## config.mk

```make
export PLATFORM = sky130hd
export DESIGN_NAME = uvst_sin_cell
export DESIGN_NICKNAME = d
export VERILOG_FILES = /design/src/rtl/core/assert_macros.svh /design/src/rtl/core/uvst_pkg.sv /design/src/rtl/core/uvst_sin_cell.sv
export SDC_FILE = /design/constraint.sdc
export NUM_CORES = 2
export LEC_CHECK = 0
export BUFFER_PORTS_ARGS = -buffer_cell sky130_fd_sc_hd__buf_2
export CORE_MARGIN = 2
export CORE_UTILIZATION = 55
export DETAILED_ROUTE_END_ITERATION = 7
export GPL_ROUTABILITY_DRIVEN = 0
export HOLD_SLACK_MARGIN = 0.05
export PLACE_DENSITY = 0.71
export SYNTH_ARGS = -nofsm -noshare
export SYNTH_HDL_FRONTEND = slang
export SYNTH_SLANG_ARGS = --single-unit
```

## constraint.sdc

```tcl
create_clock -name clk -period 18 [get_ports clk]
set_input_delay 1.8 -clock clk [delete_from_list [all_inputs] [get_ports clk]]
set_output_delay 1.8 -clock clk [all_outputs]
set_load 0.005 [all_outputs]
```

## src/rtl/core/assert_macros.svh

```systemverilog
// ----------------------------------------------------------------------------
// assert_macros.svh
// Assertion shorthands for RTL that checks its own logic.
// ----------------------------------------------------------------------------
`ifndef ASSERT_MACROS_SVH
`define ASSERT_MACROS_SVH

// Same-cycle implication, held off during reset
`define ASSERT_IMPLIES(lbl, clk, rst, ante, cons, msg) \
  lbl: assert property (@(posedge clk) disable iff (rst) (ante) |-> (cons)) \
    else $error(msg);

// Next-cycle implication, held off during reset
`define ASSERT_NEXT(lbl, clk, rst, ante, cons, msg) \
  lbl: assert property (@(posedge clk) disable iff (rst) (ante) |=> (cons)) \
    else $error(msg);

`endif

```

## src/rtl/core/uvst_pkg.sv

```systemverilog
// ----------------------------------------------------------------------------
// uvst_pkg
// Shared widths, reset values, register indexes, record kinds, item struct and sine coefficients.
// ----------------------------------------------------------------------------
package uvst_pkg;

  localparam int CNT_W            = 9;
  localparam int FLD_W            = 17;
  localparam int XW               = 31;
  localparam int TW               = 32;
  localparam int MAX_SEGMENTS_DEF = 256;
  localparam int ANGLE_BITS_DEF   = 16;

  localparam logic [15:0]      RADIUS_RST = 16'd256;
  localparam logic [CNT_W-1:0] LONC_RST   = 9'd32;
  localparam logic [CNT_W-1:0] LATC_RST   = 9'd16;

  // Horner coefficients of sin(pi/2 * x), Q30, innermost first
  localparam logic [TW-1:0] SIN_C0 = 32'd172272;
  localparam logic [TW-1:0] SIN_C1 = 32'd5026995;
  localparam logic [TW-1:0] SIN_C2 = 32'd85569306;
  localparam logic [TW-1:0] SIN_C3 = 32'd693598668;
  localparam logic [TW-1:0] SIN_C4 = 32'd1686629713;

  typedef enum logic [1:0] {
    REG_RADIUS = 2'd0,
    REG_LONC   = 2'd1,
    REG_LATC   = 2'd2
  } reg_idx_t;

  typedef enum logic [1:0] {
    KIND_POS = 2'd0,
    KIND_NRM = 2'd1,
    KIND_TRI = 2'd2,
    KIND_ERR = 2'd3
  } kind_t;

  typedef struct packed {
    logic [CNT_W-1:0] lat;
    logic [CNT_W-1:0] lon;
    logic             err;
    logic             has_tri;
    logic             two;
    logic             lrow;
    logic [FLD_W-1:0] tex_u;
    logic [FLD_W-1:0] tex_v;
    logic [FLD_W-1:0] ul;
    logic [FLD_W-1:0] ll;
  } item_t;

endpackage

```

## src/rtl/core/uvst_sin_cell.sv

```systemverilog
// ----------------------------------------------------------------------------
// uvst_sin_cell
// One Horner step of a sine lane: t = COEF - (x2 * t) >> 30, x, x2 and quadrant passed on.
// ----------------------------------------------------------------------------
module uvst_sin_cell #(
  parameter logic [uvst_pkg::TW-1:0] COEF = uvst_pkg::SIN_C1
) (
  input  logic                    clk,
  input  logic                    en,
  input  logic [uvst_pkg::XW-1:0] x_in,
  input  logic [uvst_pkg::XW-1:0] x2_in,
  input  logic [uvst_pkg::TW-1:0] t_in,
  input  logic [1:0]              quad_in,
  output logic [uvst_pkg::XW-1:0] x_out,
  output logic [uvst_pkg::XW-1:0] x2_out,
  output logic [uvst_pkg::TW-1:0] t_out,
  output logic [1:0]              quad_out
);

  logic [62:0] prod;

  assign prod = 63'(x2_in) * 63'(t_in);

  // Advance the lane by one coefficient
  always_ff @(posedge clk) begin
    if (en) begin
      x_out    <= x_in;
      x2_out   <= x2_in;
      t_out    <= COEF - prod[61:30];
      quad_out <= quad_in;
    end
  end

endmodule
```

==> run metrics <==
post-synthesis sequential area ratio 8.17%; Nets 4960; initial antenna violation count 1; RSZ-0062 raised after global routing false; critical setup path kind input port to register; worst path bufs/invs 3; worst endpoint required time 18220 ps; Warnings, synthesis 0; drt via density 5.48; area grow syn2layout 4.48%; Top cell by count, worst path fa_1; via count 25200; number of synthesized register bits 96; CTS sink cnt 96; EDFF count, synth 96; main flop type after synthesis edfxtp_1; vias in the first global route 27600; DIE HEIGHT 257 um; Floorplan Core Area 63200 um2; drt pass-1 iters 5; startpoint class of the critical path input port; status completed; Final Max Slew Viols 0; Final setup viols 0; largest net degree at the start of global routing 71; DP HPWL 70.6 mm; setup_tns 0 ps; first-pass GRT wire length 146 mm; max_cap viols 0; cts bufs inserted 9; PostCTS Resize Cnt 0; endpoints failing hold 0; slew margin rel. 37.3%; Setup WS post-layout 7270 ps; die area 66200 um2; remaining routing DRC violations 0; Final Util 58.3%; worst-margin pin slew 940 ps; clock slew at reported path FFs 90 ps; Detail Route Antenna Nets 0; Clock H-tree levels 3; hold buffer count at cts 0; Post-CTS Setup Bufs 0; final period utilization 59.6%; Crit-path slowest cell o31ai_1; slowest stage delay, CP 680 ps; fin crit period 10730 ps; Post-synth ARST share 0%; CTS Root Cell clkbuf_16; CP top delay family adder cells; syn nets 4963; starting density of the core 55.8%; CTS max path bufs 2; Rows 92; WL final 89.6 mm; Post-Syn Area per Cell 9.40 um2; IO Pins 194; share of layout cells above drive strength 1 6.23%; number of port buffers 193; TritonCTS clock tree done; Avg WL per Cell 19.5 um; Detailed Route Iter0 Violations 1623; Syn Inst Count 3753; Worst Setup End Kind register; Post-Synthesis Cell Area 35300 um2; Worst EP arrival 10950 ps; CP max FO 33; post-synth cell types 75; Place WS 7010 ps; Congestion Overflow GR 0; width of the die 257 um; GRT Resource Usage Total 28.5%; Hold Crit Class input port to register; fmax 93.2 MHz
## cells in the final DEF, fill, tap and decap left out, drive strengths merged, types with 3 or more instances in the layout
cell     netlist  routed
a2111oi        4       4
clkbuf       205       9
a22oi          6       6
fa           864     864
a211oi         8       8
or3           10      10
a31oi         11      11
o31ai          7       7
nand3         28      28
xor2          18      18
or4            3       3
ha           248     248
o22ai          6       6
and3           8       8
inv          811     816
a21boi         4       4
xnor2         30      30
buf            5     196
nor2          46      46
a21oi         73      73
o21ai         46      46
nand2b         8       8
or2            7       7
nor4           4       4
o2111ai        3       3
a21o          19      19
edfxtp        96      96
nor2b          7       7
nand2        589     589
nand4         22      22
nor3          27      27
and2         476     476
o21bai         7       7
mux2i          4       4
o21a           6       6
o211ai         7       7
## flip-flops by register name, indices dropped and copies added (netlist names)
signal and count:
quad_out 2, t_out 32, x2_out 31, x_out 31
## path summary, 6_finish.rpt
kind,start,end,slack (ps),depth (start not counted)
max,x2_in[8],t_out[31],7270,26
min,x_in[8],x_out[8],1570,1
## cell usage after synthesis, types with 21 or more instances
cell type	number	area, um2
a21oi_1	72	360
and2_1	476	2980
clkbuf_1	205	769
edfxtp_1	96	2880
fa_1	864	17300
ha_1	248	3100
inv_1	811	3040
nand2_1	589	2210
nand3_1	27	135
nand4_1	21	131
nor2_1	46	173
nor3_1	26	130
o21ai_0	39	195
xnor2_1	30	263
## per-stage QoR
| stage | hold slack [ps] | cells | instance area, um2 |
|---|---|---|---|
| 6_report | 1570 | 4602 | 36900 |
| 5_1_grt | 1560 | 4602 | 36900 |
| 4_1_cts | 1550 | 4601 | 36900 |
| 3_5_place_dp | 1980 | 4585 | 36500 |
| 3_3_place_gp | 1980 | 4585 | 36500 |
| 2_1_floorplan | 1900 | 3753 | 35300 |
## cell type report
type	instances	area [um2]
Multi-Input combinational cell	2636	28600
Fill cell	5494	26300
Inverter	811	3040
Sequential cell	96	2880
Tap cell	846	1060
Timing Repair Buffer	196	991
Clock buffer	9	225
Clock inverter	7	92.6
Antenna cell	1	2.50
## cell families (layout without fill, tap and decap cells)
logic type               after synthesis  in the layout  share of synthesized area, %
AO/OA/AOI/OAI                        228            228                          4.20
XOR/XNOR                              48             48                          1.19
adder cells (fa/ha/maj)             1112           1112                          57.8
buffers and inverters               1021           1023                          10.9
flip-flops                            96             96                          8.17
multiplexers                           5              5                         0.145
other                                  0              1                             0
AND/OR/NAND/NOR                     1243           1243                          17.6
## metal layers
layer	share of wire [%]	track usage, %
met1	37	34.7
met2	53	51.6
met3	4.9	2.86
met4	4.5	11.9
met5	0	0
Power is left out: the tool's default activity adds up to more than one toggle a clock period on the data nets, which glitch-free logic cannot reach.
