--- src/rtl/core/assert_macros.svh ---
// ----------------------------------------------------------------------------
// assert_macros.svh
// Assertion shorthands for RTL that checks its own logic.
// ----------------------------------------------------------------------------
`ifndef ASSERT_MACROS_SVH
`define ASSERT_MACROS_SVH

// Same-cycle implication, held off during reset
`define ASSERT_IMPLIES(lbl, clk, rst, ante, cons, msg) \
  lbl: assert property (@(posedge clk) disable iff (rst) (ante) |-> (cons)) \
    else $error(msg);

// Next-cycle implication, held off during reset
`define ASSERT_NEXT(lbl, clk, rst, ante, cons, msg) \
  lbl: assert property (@(posedge clk) disable iff (rst) (ante) |=> (cons)) \
    else $error(msg);

`endif

--- src/rtl/core/uvst_pkg.sv ---
// ----------------------------------------------------------------------------
// uvst_pkg
// Shared widths, reset values, register indexes, record kinds, item struct and sine coefficients.
// ----------------------------------------------------------------------------
package uvst_pkg;

  localparam int CNT_W            = 9;
  localparam int FLD_W            = 17;
  localparam int XW               = 31;
  localparam int TW               = 32;
  localparam int MAX_SEGMENTS_DEF = 256;
  localparam int ANGLE_BITS_DEF   = 16;

  localparam logic [15:0]      RADIUS_RST = 16'd256;
  localparam logic [CNT_W-1:0] LONC_RST   = 9'd32;
  localparam logic [CNT_W-1:0] LATC_RST   = 9'd16;

  // Horner coefficients of sin(pi/2 * x), Q30, innermost first
  localparam logic [TW-1:0] SIN_C0 = 32'd172272;
  localparam logic [TW-1:0] SIN_C1 = 32'd5026995;
  localparam logic [TW-1:0] SIN_C2 = 32'd85569306;
  localparam logic [TW-1:0] SIN_C3 = 32'd693598668;
  localparam logic [TW-1:0] SIN_C4 = 32'd1686629713;

  typedef enum logic [1:0] {
    REG_RADIUS = 2'd0,
    REG_LONC   = 2'd1,
    REG_LATC   = 2'd2
  } reg_idx_t;

  typedef enum logic [1:0] {
    KIND_POS = 2'd0,
    KIND_NRM = 2'd1,
    KIND_TRI = 2'd2,
    KIND_ERR = 2'd3
  } kind_t;

  typedef struct packed {
    logic [CNT_W-1:0] lat;
    logic [CNT_W-1:0] lon;
    logic             err;
    logic             has_tri;
    logic             two;
    logic             lrow;
    logic [FLD_W-1:0] tex_u;
    logic [FLD_W-1:0] tex_v;
    logic [FLD_W-1:0] ul;
    logic [FLD_W-1:0] ll;
  } item_t;

endpackage

--- src/rtl/core/uvst_div_cell.sv ---
// ----------------------------------------------------------------------------
// uvst_div_cell
// One restoring division step: doubles the remainder and yields a quotient bit.
// ----------------------------------------------------------------------------
module uvst_div_cell #(
  parameter int QW = 17
) (
  input  logic                       clk,
  input  logic                       en,
  input  logic [uvst_pkg::CNT_W-1:0] d,
  input  logic [uvst_pkg::CNT_W-1:0] rem_in,
  input  logic [QW-1:0]              q_in,
  output logic [uvst_pkg::CNT_W-1:0] rem_out,
  output logic [QW-1:0]              q_out
);

  logic [uvst_pkg::CNT_W:0] r2;
  logic [uvst_pkg::CNT_W:0] diff;
  logic                     ge;

  // Trial subtract of the divisor from the doubled remainder
  assign r2   = {rem_in, 1'b0};
  assign ge   = r2 >= {1'b0, d};
  assign diff = r2 - {1'b0, d};

  // Advance remainder and shift in the new quotient bit
  always_ff @(posedge clk) begin
    if (en) begin
      rem_out <= ge ? diff[uvst_pkg::CNT_W-1:0] : r2[uvst_pkg::CNT_W-1:0];
      q_out   <= {q_in[QW-2:0], ge};
    end
  end

endmodule

--- config.mk ---
export PLATFORM = sky130hd
export DESIGN_NAME = uvst_div_cell
export DESIGN_NICKNAME = d
export VERILOG_FILES = /design/src/rtl/core/assert_macros.svh /design/src/rtl/core/uvst_pkg.sv /design/src/rtl/core/uvst_div_cell.sv
export SDC_FILE = /design/constraint.sdc
export NUM_CORES = 1
export LEC_CHECK = 0
export BUFFER_PORTS_ARGS = -buffer_cell sky130_fd_sc_hd__buf_2
export CAP_MARGIN = 20
export CORE_ASPECT_RATIO = 1.75
export CORE_MARGIN = 2
export CORE_UTILIZATION = 38
export CTS_CLUSTER_SIZE = 20
export DETAILED_ROUTE_END_ITERATION = 10
export PLACE_DENSITY = 0.73
export SETUP_SLACK_MARGIN = 0.2
export SYNTH_ARGS = -nofsm -noshare
export SYNTH_HDL_FRONTEND = slang
export SYNTH_SLANG_ARGS = --single-unit
--- constraint.sdc ---
create_clock -name clk -period 4.5 [get_ports clk]
set_input_delay 0.675 -clock clk [delete_from_list [all_inputs] [get_ports clk]]
set_output_delay 0.675 -clock clk [all_outputs]
set_load 0.1 [all_outputs]
==> impl_metrics.tcl <==
set metrics [dict create \
    status "finished clean" \
    p_leak_uw 0.000818 \
    cts_resized 0 \
    cts_buffers 3 \
    ios 63 \
    overflow 0 \
    h-tree-depth 1 \
    die_area_um2 4130 \
    clock_power_share_pct 16.3 \
    maxSlewViolCount 0 \
    swShare_pct 42.4 \
    cp_max_fo 5 \
    cp_common_cell "ha_1" \
    post-dp-hpwl_mm 2.39 \
    power_frac_comb_pct 43.0 \
    worstSetupStartpointType "input port" \
    io_buffers 61 \
    grt_pass1_wl_mm 4.39 \
    antenna_cells 0 \
    gp_congestion 0.871 \
    fin_crit_sh_pct 55.7 \
    cts_setup_buffers 0 \
    clock-sinks 26 \
    ys_seq_area_share_pct 56.8 \
    syn_inst 103 \
    initial_utilization_pct 40.1 \
    p_int_uw 430 \
    power_density_nw_per_um2 419 \
    rsz0062_at_grt "no" \
    critPathLaunch "d[1]" \
    drc 0 \
    mostFrequentLayoutCells "61 x buf_2, 26 x edfxtp_1, 10 x inv_1" \
    yosysTopAreaCellShare_pct 56.8 \
    p_switching_uw 317 \
    dp.cells 209 \
    max_cap_viol_count 0 \
    hold_path.startpoint "q_in[2]" \
    avgSynthCellArea_um2 13.4 \
    final_common_cell "buf_2" \
    cts_buffer_depth 2 \
    ys_types 35 \
    cp.arrival_ns 2.51 \
    finalNetCount 216 \
    final_hold_viol_count 0 \
    setup_violations 0 \
    slew_headroom_pct 58.1 \
    via_count 1053 \
    final_area_um2 1780 \
    syn_area_um2 1380 \
    rows 28 \
    hp-class "input port to register" \
    slowest_stage "nor4b_4" \
    critPathMaxStageDelay_ns 0.33 \
    yosys_register_bits 26 \
    stdcell_count 213 \
    crit_required_ns 4.51 \
    worst_pin_slew_ns 0.627 \
    routedWlPerCell_um 12.9 \
    fp.dieH_um 83.6 \
    max_freq_ghz 0.399 \
    grtUsageTotal_pct 13.6 \
    tritoncts "built" \
    fp.dieW_um 49.5 \
    synth_nets 150 \
    first_global_vias 1044 \
    multi_input_area_um2 551 \
    cts_hold_buffers 0 \
    dpl-instance-area_um2 1740 \
    synthToLayoutAreaGrowth_pct 29.6 \
    ir_drop_mv 0.180 \
    period_needed_ns 2.51 \
    fin_setup_tns_ns 0 \
    first_pass_iters 4 \
    drt-initial-drc-count 16 \
    synth_area_leaders "edfxtp_1 57%, ha_1 8.2%, mux2_4 4.4%" \
    drive_gt1_share_pct 45.2 \
    avgViaCountPerCell 4.94 \
    wirelength_mm 2.75 \
    ys_warn_count 0 \
    grt_start_max_net_pins 27 \
    synth_top_cell_by_area "edfxtp_1" \
    critPathKind "input port to register" \
    path_cells "buf_2 > inv_1 > ha_1 > ha_1 > and3_1 > nand3_1 > nor4b_4 > or2_4 > inv_4 > mux2_4" \
    core-area_um2 3430 \
    root_buffer "clkbuf_8" \
    final_util_pct 51.9 \
    postRouteAntennaNets 0 \
    clkTransAtPathRegs_ns 0.08 \
    pwr-share-seq_pct 40.7 \
    antenna_found_initial 0 \
    register_area_um2 781 \
    nFillCells 328 \
    endpoint_kind "register" \
]
==> cells by family after synthesis <==
group / Yosys count / share of synthesized area [%]
AO/OA/AOI/OAI: 23 / 10.7
XOR/XNOR: 5 / 3.19
adder cells (fa/ha/maj): 10 / 9.65
buffers and inverters: 11 / 3.19
flip-flops: 26 / 56.8
multiplexers: 4 / 4.37
AND/OR/NAND/NOR: 24 / 12.1
==> routing by layer <==
metal  vias to the layer above  global-route usage, %  wire [µm]
met4                         0                   6.31         29
met3                         2                   2.69        229
met5                         -                      0          0
met2                        52                   25.8       1530
li1                        513                      -          -
met1                       486                   13.6        960
==> power groups by stage <==
stage	combinational, µW	sequential [µW]	clock (µW)
floorplan	75.2	499	0
global placement	317	309	0
detailed placement	322	310	0
CTS	323	304	126
global route	336	307	135
finish	321	304	121
==> through the flow <==
| step | hold slack (ns) | worst slack (ns) | power, µW |
|---|---|---|---|
| final | 0.586 | 1.99 | 747 |
| after detailed placement | 0.854 | 1.72 | 632 |
| after CTS | 0.581 | 1.99 | 753 |
| after floorplan | 0.774 | 2.07 | 574 |
| after global routing | 0.573 | 1.92 | 778 |
| after global placement | 0.854 | 1.77 | 626 |
==> cells in the mapped netlist <==
| cell type | n |
|---|---|
| nor2_4 | 1 |
| and2_1 | 1 |
| mux2_4 | 4 |
| nand2b_1 | 2 |
| nand4b_1 | 1 |
| ha_1 | 9 |
| nand2_2 | 1 |
| nor2b_1 | 1 |
| nand3_1 | 1 |
| a21oi_2 | 2 |
| or4b_1 | 1 |
| inv_4 | 1 |
| o211ai_1 | 1 |
| inv_1 | 10 |
| nand4_1 | 1 |
| edfxtp_1 | 26 |
| fa_1 | 1 |
| o2111ai_1 | 1 |
| or2_2 | 1 |
| nor2_1 | 4 |
| a21oi_1 | 5 |
| o32ai_1 | 1 |
| nor3_1 | 1 |
| nand2_1 | 2 |
| o21a_1 | 2 |
| o21ai_0 | 7 |
| nor4_1 | 1 |
| and3_1 | 1 |
| a21o_1 | 3 |
| o31ai_1 | 1 |
| xor2_1 | 2 |
| nand3b_1 | 2 |
| nor4b_4 | 1 |
| or2_4 | 1 |
| xnor2_1 | 3 |
==> final cells by class <==
class / instances / area share [%]
multi-input cells: 66 / 30.9
clock buffers: 3 / 2.32
inverters: 11 / 2.46
well taps: 45 / 3.16
clock inverters: 1 / 0.211
repair buffers: 61 / 17.1
flip-flops and latches: 26 / 43.8
==> final timing paths <==
| path | endpoint | cells past startpoint | slack, ns |
|---|---|---|---|
| hold / removal | q_out[3]$_DFFE_PP_ | 1 | 0.59 |
| setup / recovery | rem_out[6]$_DFFE_PP_ | 10 | 1.99 |
==> registers in the layout (all words and copies together) (netlist names) <==
register,flops
rem_out,9
q_out,17
==> critical path: cells and delay by family <==
kind                       cells  cell delay (ns)
and+or+nand+nor                4             0.85
muxes                          1             0.30
buffers and inverters          3             0.20
adders and majority gates      2             0.48
Note: power is estimated with default switching activity, not from simulation.
